[src/hdl/klpa_pkg.sv]
`timescale 1ns / 1ps

package klpa_pkg;

   // Slot table size and the widths that follow from it.
   localparam int SLOTS  = 4;
   localparam int SLOT_W = (SLOTS > 1) ? $clog2(SLOTS) : 1;

   localparam int KEY_W  = 8;
   localparam int TIME_W = 32;
   localparam int CFG_W  = 16;

   // Request queue between the front and the back. The pointers wrap
   // naturally, so the depth must be a power of two.
   localparam int QDEPTH = 2;
   localparam int QPTR_W = $clog2(QDEPTH);
   localparam int QCNT_W = $clog2(QDEPTH + 1);

   // Port packing.
   localparam int REQ_DATA_W = KEY_W + TIME_W;
   localparam int RSP_DATA_W = KEY_W;

   // Register indexes on the CSR port.
   localparam logic CSR_LONG_PRESS = 1'b0;
   localparam logic CSR_REPEAT     = 1'b1;

   localparam logic [CFG_W-1:0] LONG_PRESS_RESET = 16'd600;
   localparam logic [CFG_W-1:0] REPEAT_RESET     = 16'd150;

   typedef enum logic [1:0] {
      ACT_PRESS       = 2'd0,
      ACT_RELEASE     = 2'd1,
      ACT_TICK        = 2'd2,
      ACT_RELEASE_ALL = 2'd3
   } action_type;

   typedef enum logic [1:0] {
      EV_DOWN   = 2'd0,
      EV_UP     = 2'd1,
      EV_LONG   = 2'd2,
      EV_REPEAT = 2'd3
   } event_type;

   typedef enum logic [1:0] {
      ST_IDLE  = 2'd0,
      ST_TICK  = 2'd1,
      ST_FLUSH = 2'd2
   } eng_state_type;

   // One classified request as it waits in the queue.
   typedef struct packed {
      action_type        action;
      logic [KEY_W-1:0]  key;
      logic [TIME_W-1:0] now;
   } cmd_type;

endpackage

[src/hdl/klpa_front.sv]
`timescale 1ns / 1ps

module klpa_front (
   input  logic                                clock,
   input  logic                                reset,
   input  logic                                req_tvalid,
   output logic                                req_tready,
   input  logic [1:0]                          req_tuser,  // action
   input  logic [klpa_pkg::REQ_DATA_W-1:0]     req_tdata,  // key_code, now_ms
   output logic                                cmd_valid,
   output klpa_pkg::cmd_type                   cmd,
   input  logic                                cmd_pop
);

   klpa_pkg::cmd_type                 q_mem [klpa_pkg::QDEPTH];
   logic [klpa_pkg::QPTR_W-1:0]       wr_ptr_ff, wr_ptr_in;
   logic [klpa_pkg::QPTR_W-1:0]       rd_ptr_ff, rd_ptr_in;
   logic [klpa_pkg::QCNT_W-1:0]       count_ff, count_in;
   logic                              push;
   klpa_pkg::cmd_type                 req_cmd;

   // Classify the incoming request into a command.
   always_comb begin
      req_cmd.action = klpa_pkg::action_type'(req_tuser);
      req_cmd.key    = req_tdata[klpa_pkg::KEY_W-1:0];
      req_cmd.now    = req_tdata[klpa_pkg::KEY_W +: klpa_pkg::TIME_W];
   end

   assign req_tready = (count_ff != klpa_pkg::QCNT_W'(klpa_pkg::QDEPTH));
   assign push       = req_tvalid && req_tready;
   assign cmd_valid  = (count_ff != '0);
   assign cmd        = q_mem[rd_ptr_ff];

   // Queue pointers and fill count.
   always_comb begin
      wr_ptr_in = push ? wr_ptr_ff + 1'b1 : wr_ptr_ff;
      rd_ptr_in = cmd_pop ? rd_ptr_ff + 1'b1 : rd_ptr_ff;
      count_in  = count_ff + klpa_pkg::QCNT_W'(push) - klpa_pkg::QCNT_W'(cmd_pop);
   end

   always_ff @(posedge clock) begin
      if (reset) begin
         wr_ptr_ff <= '0;
         rd_ptr_ff <= '0;
         count_ff  <= '0;
      end else begin
         wr_ptr_ff <= wr_ptr_in;
         rd_ptr_ff <= rd_ptr_in;
         count_ff  <= count_in;
      end
   end

   // Queue storage.
   always_ff @(posedge clock) begin
      if (push) begin
         q_mem[wr_ptr_ff] <= req_cmd;
      end
   end

endmodule

[src/hdl/klpa_back.sv]
`timescale 1ns / 1ps

module klpa_back (
   input  logic                                clock,
   input  logic                                reset,
   input  logic                                csr_we,
   input  logic                                csr_index,
   input  logic [klpa_pkg::CFG_W-1:0]          csr_wdata,
   input  logic                                cmd_valid,
   input  klpa_pkg::cmd_type                   cmd,
   output logic                                cmd_pop,
   output logic                                rsp_tvalid,
   input  logic                                rsp_tready,
   output logic [1:0]                          rsp_tuser,  // event_kind
   output logic [klpa_pkg::RSP_DATA_W-1:0]     rsp_tdata,  // event_key
   output logic                                rsp_tlast
);

   localparam int SLOTS  = klpa_pkg::SLOTS;
   localparam int SLOT_W = klpa_pkg::SLOT_W;
   localparam int KEY_W  = klpa_pkg::KEY_W;
   localparam int TIME_W = klpa_pkg::TIME_W;
   localparam int CFG_W  = klpa_pkg::CFG_W;

   // Configuration.
   logic [CFG_W-1:0]  long_press_ff, long_press_in;
   logic [CFG_W-1:0]  repeat_ff, repeat_in;

   // Engine control.
   klpa_pkg::eng_state_type state_ff, state_in;
   logic [SLOT_W-1:0] idx_ff, idx_in;
   logic [TIME_W-1:0] now_ff, now_in;

   // Slot table.
   logic [SLOTS-1:0]  live_ff, live_in;
   logic [SLOTS-1:0]  long_done_ff, long_done_in;
   logic [KEY_W-1:0]  key_ff [SLOTS];
   logic [KEY_W-1:0]  key_in [SLOTS];
   logic [TIME_W-1:0] press_ff [SLOTS];
   logic [TIME_W-1:0] press_in [SLOTS];
   logic [TIME_W-1:0] last_ff [SLOTS];
   logic [TIME_W-1:0] last_in [SLOTS];

   // Output register.
   logic              rsp_valid_ff, rsp_valid_in;
   logic [1:0]        rsp_kind_ff, rsp_kind_in;
   logic [KEY_W-1:0]  rsp_key_ff, rsp_key_in;
   logic              rsp_last_ff, rsp_last_in;

   logic              out_free;
   logic              emit;
   klpa_pkg::event_type ev_kind;
   logic [KEY_W-1:0]  ev_key;
   logic              ev_last;

   // Lookup results over the whole table.
   logic              held;
   logic              has_free;
   logic [SLOT_W-1:0] free_idx;
   logic              rel_hit;
   logic [SLOT_W-1:0] rel_idx;
   logic [SLOTS-1:0]  above_mask;
   logic              live_above;

   // Current scan slot.
   logic              cur_live;
   logic              cur_long_done;
   logic [TIME_W-1:0] elapsed;
   logic [CFG_W-1:0]  threshold;
   logic              due;
   logic              last_idx;
   logic              tick_done;
   logic              flush_done;

   assign out_free = !rsp_valid_ff || rsp_tready;

   // Key match and lowest free slot.
   always_comb begin
      held     = 1'b0;
      has_free = 1'b0;
      free_idx = '0;
      rel_hit  = 1'b0;
      rel_idx  = '0;
      for (int i = SLOTS - 1; i >= 0; i--) begin
         if (live_ff[i] && (key_ff[i] == cmd.key)) begin
            held    = 1'b1;
            rel_hit = 1'b1;
            rel_idx = SLOT_W'(i);
         end
         if (!live_ff[i]) begin
            has_free = 1'b1;
            free_idx = SLOT_W'(i);
         end
      end
   end

   // Live slots past the scan position decide the last key-up of a flush.
   always_comb begin
      for (int i = 0; i < SLOTS; i++) begin
         above_mask[i] = (SLOT_W'(i) > idx_ff);
      end
      live_above = |(live_ff & above_mask);
   end

   // Elapsed time of the slot under scan against its threshold.
   always_comb begin
      cur_live      = live_ff[idx_ff];
      cur_long_done = long_done_ff[idx_ff];
      elapsed       = now_ff - (cur_long_done ? last_ff[idx_ff] : press_ff[idx_ff]);
      threshold     = cur_long_done ? repeat_ff : long_press_ff;
      due           = (elapsed >= {{(TIME_W - CFG_W){1'b0}}, threshold});
      last_idx      = (idx_ff == SLOT_W'(SLOTS - 1));
      tick_done     = (cur_live && due) ? out_free : last_idx;
      flush_done    = (!cur_live || out_free) && (last_idx || !live_above);
   end

   // Next state.
   always_comb begin
      state_in = state_ff;
      unique case (state_ff)
         klpa_pkg::ST_IDLE: begin
            if (cmd_valid && (cmd.action == klpa_pkg::ACT_TICK)) begin
               state_in = klpa_pkg::ST_TICK;
            end else if (cmd_valid && (cmd.action == klpa_pkg::ACT_RELEASE_ALL)) begin
               state_in = klpa_pkg::ST_FLUSH;
            end
         end
         klpa_pkg::ST_TICK: begin
            if (tick_done) begin
               state_in = klpa_pkg::ST_IDLE;
            end
         end
         klpa_pkg::ST_FLUSH: begin
            if (flush_done) begin
               state_in = klpa_pkg::ST_IDLE;
            end
         end
         default: begin
            state_in = klpa_pkg::ST_IDLE;
         end
      endcase
   end

   // Engine outputs and slot table updates.
   always_comb begin
      cmd_pop      = 1'b0;
      emit         = 1'b0;
      ev_kind      = klpa_pkg::EV_DOWN;
      ev_key       = cmd.key;
      ev_last      = 1'b1;
      idx_in       = idx_ff;
      now_in       = now_ff;
      live_in      = live_ff;
      long_done_in = long_done_ff;
      key_in       = key_ff;
      press_in     = press_ff;
      last_in      = last_ff;

      unique case (state_ff)
         klpa_pkg::ST_IDLE: begin
            if (cmd_valid) begin
               unique case (cmd.action)
                  klpa_pkg::ACT_PRESS: begin
                     if (out_free) begin
                        cmd_pop = 1'b1;
                        if (!held && has_free) begin
                           key_in[free_idx]       = cmd.key;
                           press_in[free_idx]     = cmd.now;
                           last_in[free_idx]      = cmd.now;
                           live_in[free_idx]      = 1'b1;
                           long_done_in[free_idx] = 1'b0;
                           emit                   = 1'b1;
                           ev_kind                = klpa_pkg::EV_DOWN;
                        end
                     end
                  end
                  klpa_pkg::ACT_RELEASE: begin
                     if (out_free) begin
                        cmd_pop = 1'b1;
                        emit    = 1'b1;
                        ev_kind = klpa_pkg::EV_UP;
                        if (rel_hit) begin
                           live_in[rel_idx] = 1'b0;
                        end
                     end
                  end
                  klpa_pkg::ACT_TICK, klpa_pkg::ACT_RELEASE_ALL: begin
                     cmd_pop = 1'b1;
                     idx_in  = '0;
                     now_in  = cmd.now;
                  end
               endcase
            end
         end
         klpa_pkg::ST_TICK: begin
            if (cur_live && due) begin
               if (out_free) begin
                  emit                 = 1'b1;
                  ev_kind              = cur_long_done ? klpa_pkg::EV_REPEAT
                                                       : klpa_pkg::EV_LONG;
                  ev_key               = key_ff[idx_ff];
                  long_done_in[idx_ff] = 1'b1;
                  last_in[idx_ff]      = now_ff;
               end
            end else if (!last_idx) begin
               idx_in = idx_ff + 1'b1;
            end
         end
         klpa_pkg::ST_FLUSH: begin
            if (cur_live) begin
               if (out_free) begin
                  emit            = 1'b1;
                  ev_kind         = klpa_pkg::EV_UP;
                  ev_key          = key_ff[idx_ff];
                  ev_last         = !live_above;
                  live_in[idx_ff] = 1'b0;
                  if (!last_idx) begin
                     idx_in = idx_ff + 1'b1;
                  end
               end
            end else if (!last_idx) begin
               idx_in = idx_ff + 1'b1;
            end
         end
         default: begin
            idx_in = '0;
         end
      endcase
   end

   // Configuration writes.
   always_comb begin
      long_press_in = long_press_ff;
      repeat_in     = repeat_ff;
      if (csr_we) begin
         unique case (csr_index)
            klpa_pkg::CSR_LONG_PRESS: long_press_in = csr_wdata;
            klpa_pkg::CSR_REPEAT:     repeat_in     = csr_wdata;
         endcase
      end
   end

   // Output register: loads when the engine emits, clears when taken.
   always_comb begin
      rsp_valid_in = emit ? 1'b1 : (rsp_tready ? 1'b0 : rsp_valid_ff);
      rsp_kind_in  = emit ? ev_kind : rsp_kind_ff;
      rsp_key_in   = emit ? ev_key : rsp_key_ff;
      rsp_last_in  = emit ? ev_last : rsp_last_ff;
   end

   always_ff @(posedge clock) begin
      if (reset) begin
         state_ff      <= klpa_pkg::ST_IDLE;
         idx_ff        <= '0;
         live_ff       <= '0;
         long_done_ff  <= '0;
         rsp_valid_ff  <= 1'b0;
         long_press_ff <= klpa_pkg::LONG_PRESS_RESET;
         repeat_ff     <= klpa_pkg::REPEAT_RESET;
      end else begin
         state_ff      <= state_in;
         idx_ff        <= idx_in;
         live_ff       <= live_in;
         long_done_ff  <= long_done_in;
         rsp_valid_ff  <= rsp_valid_in;
         long_press_ff <= long_press_in;
         repeat_ff     <= repeat_in;
      end
   end

   // Payload registers.
   always_ff @(posedge clock) begin
      now_ff      <= now_in;
      key_ff      <= key_in;
      press_ff    <= press_in;
      last_ff     <= last_in;
      rsp_kind_ff <= rsp_kind_in;
      rsp_key_ff  <= rsp_key_in;
      rsp_last_ff <= rsp_last_in;
   end

   assign rsp_tvalid = rsp_valid_ff;
   assign rsp_tuser  = rsp_kind_ff;
   assign rsp_tdata  = rsp_key_ff;
   assign rsp_tlast  = rsp_last_ff;

endmodule

[src/hdl/key_long_press_autorepeat.sv]
// A press or release result passes through the request queue and then the output
// register. Press and release requests are taken one at a time; a tick or a
// release-all takes the request and then scans the slots one at a time, and the
// scan stops early once nothing is left to do. Output stalls hold the engine.
// A two-entry request queue keeps accepting until full while the scan or output stalls.
// Reset is synchronous and active high; it clears all slots and restores the
// long-press and repeat registers to 600 and 150.
`timescale 1ns / 1ps

module key_long_press_autorepeat (
   input  logic                                clock,
   input  logic                                reset,
   input  logic                                csr_we,
   input  logic                                csr_index,
   input  logic [klpa_pkg::CFG_W-1:0]          csr_wdata,
   input  logic                                req_tvalid,
   output logic                                req_tready,
   input  logic [1:0]                          req_tuser,  // action
   input  logic [klpa_pkg::REQ_DATA_W-1:0]     req_tdata,  // key_code, now_ms
   output logic                                rsp_tvalid,
   input  logic                                rsp_tready,
   output logic [1:0]                          rsp_tuser,  // event_kind
   output logic [klpa_pkg::RSP_DATA_W-1:0]     rsp_tdata,  // event_key
   output logic                                rsp_tlast
);

   logic              cmd_valid;
   logic              cmd_pop;
   klpa_pkg::cmd_type cmd;

   // Front: accepts and queues requests.
   klpa_front u_front (
      .clock      (clock),
      .reset      (reset),
      .req_tvalid (req_tvalid),
      .req_tready (req_tready),
      .req_tuser  (req_tuser),
      .req_tdata  (req_tdata),
      .cmd_valid  (cmd_valid),
      .cmd        (cmd),
      .cmd_pop    (cmd_pop)
   );

   // Back: slot table, scan engine and result register.
   klpa_back u_back (
      .clock      (clock),
      .reset      (reset),
      .csr_we     (csr_we),
      .csr_index  (csr_index),
      .csr_wdata  (csr_wdata),
      .cmd_valid  (cmd_valid),
      .cmd        (cmd),
      .cmd_pop    (cmd_pop),
      .rsp_tvalid (rsp_tvalid),
      .rsp_tready (rsp_tready),
      .rsp_tuser  (rsp_tuser),
      .rsp_tdata  (rsp_tdata),
      .rsp_tlast  (rsp_tlast)
   );

endmodule

[config.mk]
export PLATFORM = sky130hd
export DESIGN_NAME = key_long_press_autorepeat
export DESIGN_NICKNAME = d
export VERILOG_FILES = /design/src/hdl/klpa_pkg.sv /design/src/hdl/klpa_front.sv /design/src/hdl/klpa_back.sv /design/src/hdl/key_long_press_autorepeat.sv
export SDC_FILE = /design/constraint.sdc
export NUM_CORES = 1
export LEC_CHECK = 0
export ABC_CLOCK_PERIOD_IN_PS = 7100
export BUFFER_PORTS_ARGS = -buffer_cell sky130_fd_sc_hd__buf_4
export CORE_ASPECT_RATIO = 0.5
export CORE_MARGIN = 8
export CORE_UTILIZATION = 38
export DETAILED_ROUTE_END_ITERATION = 7
export HOLD_SLACK_MARGIN = 0.08
export PLACE_DENSITY = 0.54
export SYNTH_ARGS = -nofsm -noshare
export SYNTH_HDL_FRONTEND = slang
export SYNTH_SLANG_ARGS = --single-unit
[constraint.sdc]
create_clock -name clock -period 7.1 [get_ports clock]
set_clock_uncertainty 0.15 [all_clocks]
set_input_delay 1.775 -clock clock [delete_from_list [all_inputs] [get_ports clock]]
set_output_delay 1.775 -clock clock [all_outputs]
set_load 0.05 [all_outputs]
After elaboration in Yosys (flattened, before gate mapping)
Memories as Yosys holds them, arrays and structs flattened. A register that Yosys moved wholly into a read port is not among the register bits.
Index checks and enable logic that the tools add are counted.
Operators by class
  add/subtract/negate cells: 6
  $lt $le $gt $ge: 15
  equality and inequality tests: 30
  mux-type cells: 112
  bitwise logic cells: 12
  reductions and logical operators: 40
Operator list (count)
  128-bit 2-to-1 mux: 6
  128-bit bitwise mux: 3
  128-bit case mux with 2 select lines: 1
  32-bit 2-to-1 mux: 7
  32-bit binary-select mux with 2-bit select: 2
  32-bit demux with 2-bit select: 2
  4-bit 2-to-1 mux: 13
  8-bit 2-to-1 mux: 6
  2-bit 2-to-1 mux: 23
  32-bit bitwise mux: 1
  8-bit == test: 4
  32-bit by 16-bit >= comparator with 1-bit output: 1
  32-bit subtractor: 1
  1-bit 2-to-1 mux: 30
  4-bit case mux with 2 select lines: 3
  2-bit by 1-bit inequality test with 1-bit output, second input constant: 9
  2-bit case mux with 3 select lines: 3
  4-bit bitwise AND: 4
  8-bit binary-select mux with 2-bit select: 1
  8-bit demux with 2-bit select: 1
  16-bit 2-to-1 mux: 1
  8-bit case mux with 2 select lines: 1
  1-bit logical AND: 15
  3-bit by 2-bit inequality test with 1-bit output, second input constant: 5
  35 further kinds: 72
Word-level totals
  bits in registers: 380
  bits in writable memories: 84
  output and inout port bits: 13
  word-level logic and storage cells: 242
  memories: 1
Memories
  u_front.q_mem: depth 2, bits a word 42, read ports 1, clocked after memory_dff 1, write ports 1, RTL line klpa_front.sv:15  | klpa_pkg::cmd_type q_mem [klpa_pkg::QDEPTH];

Depth between registers and ports, before layout
  word-level depth: 17
  depth in mapped cells: 29
  gate-level depth less buffers: 25

Cells and area by module
A second synthesis with hierarchy kept.
Second synthesis, totals
  cell total of the unflattened synthesis: 1513
  area, all modules: 21823.4 um2
Modules (own cells, without submodules)
  klpa_back: instances 1, cells an instance 1354, area an instance 18545.3 um2, sequential area each 10840.4 um2
  klpa_front: instances 1, cells an instance 159, area an instance 3278.1 um2, sequential area each 2622.5 um2

Worst setup path before layout
OpenSTA, ideal clock, no wires.
  path kind: reg2reg
  start point: reg u_back.idx_ff[0]
  end point: reg u_back.last_ff[100] (netlist bit), enable pin
  arrival time: 6797 ps
  data required time: 6517 ps
  setup slack: -280 ps
  cell stages (with the launch flop): 28
  buffers on the path: 3
  clock period less this slack: 7380 ps
  cell sequence: dfxtp_1 > buf_4 > buf_1 > buf_1 > mux4_2 > nand2_1 > nand2_1 > ha_1 > fa_1 > nor2b_1 > o211ai_1 > nand2_1 > a21oi_1 > o21bai_1 > a21oi_1 > o21bai_1 > xor2_1 > ha_1 > nand2_1 > o21ai_0 > a22oi_1 > nand4_1 > a2111oi_0 > nor4bb_1 > and4_1 > nand3_1 > nand3_1 > o22ai_1
On the way
  longest elaborated chain between the ends: 10
  elaborated cells on any way between the ends: 18
  classes of those cells: add/sub: 1; order compare: 1; eq/ne: 1; mux: 12; bitwise: 1; reduce/logical: 2
Ends and longest elaborated chain
  start, declared: RTL line klpa_back.sv:31  | logic [SLOT_W-1:0] idx_ff, idx_in;
  start signal, assigned: RTL line klpa_back.sv:262  | idx_ff <= idx_in;
  2-bit inverter with 3-bit output (implied by the code): RTL line klpa_back.sv:109  | elapsed = now_ff - (cur_long_done ? last_ff[idx_ff] : press_ff[idx_ff]);
  32-bit binary-select mux with 2-bit select: RTL line klpa_back.sv:109
  32-bit 2-to-1 mux (implied by the code) (2 in series): RTL line klpa_back.sv:109
  32-bit 2-to-1 mux: RTL line klpa_back.sv:109
  32-bit subtractor: RTL line klpa_back.sv:109
  32-bit by 16-bit >= comparator with 1-bit output: RTL line klpa_back.sv:111  | due = (elapsed >= {{(TIME_W - CFG_W){1'b0}}, threshold});
  1-bit logical AND *: RTL line klpa_back.sv:196  | if (cur_live && due) begin
  2-bit by 1-bit inequality test with 1-bit output (no line) *
  7-bit AND reduction (no line) *
  end signal, assigned: RTL line klpa_back.sv:276  | last_ff <= last_in;
  end, declared: RTL line klpa_back.sv:41  | logic [TIME_W-1:0] last_ff [SLOTS];
Every way passes the cells marked *; elsewhere a longest branch is shown, timed or not. The select of a mux whose other input is x is not followed.
A chain may end at the register's enable or synchronous reset.

Worst setup path in the final report
  start point: reg u_back.idx_ff[0]
  end point: reg u_back.rsp_key_ff[4] (netlist: u_back.rsp_tdata[4]), enable pin
On the way
  longest elaborated chain between the ends: 10
  elaborated cells on any way between the ends: 19
  classes of those cells: add/sub: 1; order compare: 1; mux: 15; bitwise: 1; reduce/logical: 1
Ends and longest elaborated chain
  2-bit inverter with 3-bit output (implied by the code): RTL line klpa_back.sv:109
  32-bit binary-select mux with 2-bit select: RTL line klpa_back.sv:109
  32-bit 2-to-1 mux (implied by the code) (2 in series): RTL line klpa_back.sv:109
  32-bit 2-to-1 mux: RTL line klpa_back.sv:109
  32-bit subtractor: RTL line klpa_back.sv:109
  32-bit by 16-bit >= comparator with 1-bit output: RTL line klpa_back.sv:111
  1-bit logical AND: RTL line klpa_back.sv:196
  1-bit 2-to-1 mux: RTL line klpa_back.sv:196
  1-bit case mux with 3 select lines *: RTL line klpa_back.sv:159  | unique case (state_ff)
  named net u_back.emit: RTL line klpa_back.sv:51  | logic emit;
  end signal, assigned: RTL line klpa_back.sv:278  | rsp_key_ff <= rsp_key_in;
  end, declared: RTL line klpa_back.sv:47  | logic [KEY_W-1:0] rsp_key_ff, rsp_key_in;
Mark *: on every way through the listed nets, which the timed path passes. The rest lies on a longest branch. The select of a mux whose other input is x is not followed.

==> results.sh <==
export IMPL_swShare_pct=36.4
export IMPL_die_area_um2=66800
export IMPL_pre_cts_ws_ns=0.338
export IMPL_start_util_pct=38.5
export IMPL_synth_edf_count=415
export IMPL_worst_path_buf_inv=1
export IMPL_die_w_um=357
export IMPL_status="completed"
export IMPL_critical_path_top_delay_family="simple AND/OR/NAND/NOR gates"
export IMPL_async_flop_share_pct=0
export IMPL_min_path_type="flip-flop to flip-flop"
export IMPL_period_needed_ns=6.62
export IMPL_core_rowCount=62
export IMPL_gr_total_overflow=0
export IMPL_dp_hpwl_um=39900
export IMPL_cts_root_buf="clkbuf_16"
export IMPL_grt_start_max_net_pins=77
export IMPL_cts_tree="yes"
export IMPL_first_global_vias=14400
export IMPL_clkSlewWorstSetupHoldPaths_ns=0.06
export IMPL_start_kind="flip-flop"
export IMPL_rsz0062_at_grt="no"
export IMPL_cellPowerDensity_nw_per_um2=367
export IMPL_p_comb_share_pct=35.8
export IMPL_io_buffer_count=76
export IMPL_coreArea_um2=57500
export IMPL_finalSetupViolations=0
export IMPL_place_gp_congestion=0.891
export IMPL_num_antenna_cells=0
export IMPL_ys_seq_elements=465
export IMPL_num_nets_final=1904
export IMPL_cts_sinks=465
export IMPL_cpMostUsedCell="nand2_1"
export IMPL_seq_power_share_pct=39.3
export IMPL_crit_path_top_delay_cell="nor2_1"
export IMPL_drt_total_wl_um=62000
export IMPL_die_h_um=187
export IMPL_synth_cells=1705
export IMPL_drive_above_1_share_pct=16.4
export IMPL_cts_made_buffers=44
export IMPL_wl_per_cell_um=24.0
export IMPL_drv_slew=0
export IMPL_holdWs_ns=0.303
export IMPL_grt_pass1_wl_um=91600
export IMPL_synth_area_per_cell_um2=13.0
export IMPL_fmax_mhz=151
export IMPL_hold_viol=0
export IMPL_clk_latency_ns=0.58
export IMPL_slew_headroom_pct=23.7
export IMPL_timing_worst_setup_path_type="flip-flop to flip-flop"
export IMPL_ys_warn_count=0
export IMPL_cap_violations=0
export IMPL_area_growth_pct=14.1
export IMPL_grt_usage_pct=17.9
export IMPL_grt_antenna_before_repair=2
export IMPL_yosysSeqAreaShare_pct=60.8
export IMPL_via_per_inst=5.62
export IMPL_p_clk_share_pct=24.9
export IMPL_drc=0
export IMPL_cts_buffer_depth=3
export IMPL_required_ns=7.14
export IMPL_drt_initial_drc_count=1538
export IMPL_final_cell_area_um2=25300
export IMPL_worst_slack_ns=0.481
export IMPL_syn_nets=1830
export IMPL_ant_nets=0
export IMPL_critPathCaptureType="flip-flop"
export IMPL_ys_flop_type="edfxtp_1"
export IMPL_io_pins=77
export IMPL_dr_pass1_iters=5
export IMPL_ir_worst_vdd_uv=162
export IMPL_placed_area_um2=23700
export IMPL_h_tree_depth=2
export IMPL_p_total_mw=9.27
export IMPL_mappedNetlistArea_um2=22200
export IMPL_vias=14500
export IMPL_max_slew_worst_pin_slew_ns=1.14
export IMPL_cp_max_fo=11
export IMPL_ff2ff_setup_slack_ns=0.48
export IMPL_p_switching_mw=3.38
export IMPL_cp_data_arrival_time_ns=6.66
export IMPL_yosys_cell_types_count=77
export IMPL_period_share_pct=93.2
export IMPL_p_leak_nw=8.68
export IMPL_max_stage_delay_ns=0.80
export IMPL_p_int_mw=5.89
-- per-layer routing --
metal / vias to the layer above / track usage [%] / wire, um
met5: - / 0 / 0
met3: 89 / 3.79 / 4630
li1: 6591 / - / -
met2: 556 / 26.4 / 26500
met4: 0 / 4.21 / 1250
met1: 7273 / 26.9 / 29600
-- worst min-delay path, delay by kind of cell, from the launching register on --
| family | cells | cell delay [ns] |
|---|---|---|
| AO/OA/AOI/OAI | 1 | 0.05 |
| flip-flops | 1 | 0.31 |
| AND/OR/NAND/NOR | 1 | 0.05 |
-- final timing paths --
kind,from,to,cells past startpoint
hold / removal,u_back.long_press_ff[5],u_back.long_press_ff[5],2
hold reg to reg,u_back.long_press_ff[5],u_back.long_press_ff[5],2
setup / recovery,u_back.idx_ff[0],u_back.rsp_tdata[4],26
setup reg to reg,u_back.idx_ff[0],u_back.rsp_tdata[4],26
-- sequential cells by signal (all words and copies together) (netlist names), named ones only --
signal                cells
u_back.state_ff           2
u_back.idx_ff             2
u_back.rsp_tdata          8
u_back.press_ff         128
u_front.wr_ptr_ff         1
u_back.long_press_ff     16
u_back.live_ff            4
u_back.long_done_ff       4
u_front.count_ff          2
u_back.rsp_tuser          2
u_back.key_ff            32
u_front.rd_ptr_ff         1
u_back.repeat_ff         16
u_front.q_mem            84
u_back.now_ff            32
u_back.last_ff          128
u_back.rsp_tlast          1
u_back.rsp_tvalid         1
-- power by group through the flow --
| stage | clock network, mW | logic, mW | registers (mW) |
|---|---|---|---|
| after floorplan | 0 | 2.25 | 3.69 |
| after global placement | 0 | 3.27 | 3.69 |
| after detailed placement | 0 | 3.26 | 3.70 |
| after CTS | 2.36 | 3.28 | 3.64 |
| after global routing | 2.47 | 3.64 | 3.68 |
| final | 2.31 | 3.32 | 3.65 |
-- cells in the mapped netlist (all sizes together) (10+ instances only) --
| cell | count | area share [%] |
|---|---|---|
| edfxtp | 415 | 56 |
| nand2 | 256 | 4.3 |
| o21ai | 169 | 3.9 |
| mux2i | 92 | 4.2 |
| a21oi | 81 | 1.8 |
| mux4 | 74 | 7.5 |
| clkbuf | 66 | 1.1 |
| inv | 62 | 1.1 |
| ha | 60 | 3.4 |
| nor2 | 59 | 1.0 |
| dfxtp | 50 | 4.5 |
| xnor2 | 46 | 1.8 |
| buf | 24 | 0.54 |
| nand3 | 19 | 0.43 |
| nand4 | 18 | 0.51 |
| nor3 | 17 | 0.38 |
| nand3b | 13 | 0.44 |
| nand2b | 11 | 0.31 |
| o21a | 11 | 0.37 |
| xor2 | 11 | 0.47 |
| a21o | 10 | 0.34 |
| a31oi | 10 | 0.28 |
| and2 | 10 | 0.29 |
-- placed cells by master (no fill, tap or decap), types with 8 or more instances in the layout --
cell type	n
clkinv_1	8
nand3_1	18
inv_1	60
nand3b_1	13
xor2_1	10
and2_1	9
o21ai_0	165
nand4_1	18
mux2i_1	90
a21oi_1	78
nor3_1	15
edfxtp_1	415
ha_1	60
nand2_1	256
clkbuf_16	45
clkinv_2	8
dfxtp_1	48
a31oi_1	10
xnor2_1	46
nor2_1	55
a211oi_1	9
nand2b_1	11
o21a_1	11
buf_4	109
mux4_2	74
a21o_1	10
-- kinds of logic after synthesis --
group           count (synthesis)  share of synthesized area, %
simple gates                  440                          9.07
flops                         465                          60.8
buf+inv                       152                          2.71
xor+xnor                       57                          2.29
fa+ha+maj                      61                          3.48
compound gates                362                          9.84
mux                           168                          11.8
-- what timing repair did --
| action | CTS | global route |
|---|---|---|
| buffers inserted | 0 | 6 |
| gates resized for setup | 0 | 4 |
| endpoints found under the setup margin | 0 | 108 |
| hold buffers | 0 | 0 |
-- cell type report --
class | count | area [um2]
tap | 768 | 961
sequential | 465 | 13500
clock inverter | 30 | 250
inverter | 62 | 233
fill | 5189 | 32200
multi-input combinational | 1089 | 8230
timing repair buffer | 117 | 991
clock buffer | 52 | 1140
-- metrics by stage --
step / util, % / instances / TNS [ns]
2_1_floorplan: - / 1705 / -26.47
3_3_place_gp: 41.3 / 2493 / 0
3_5_place_dp: 41.3 / 2493 / 0
4_1_cts: 43.7 / 2575 / 0
5_1_grt: 44.0 / 2583 / 0
6_report: 44.0 / 2583 / 0
(Power assumes the default switching activity.)
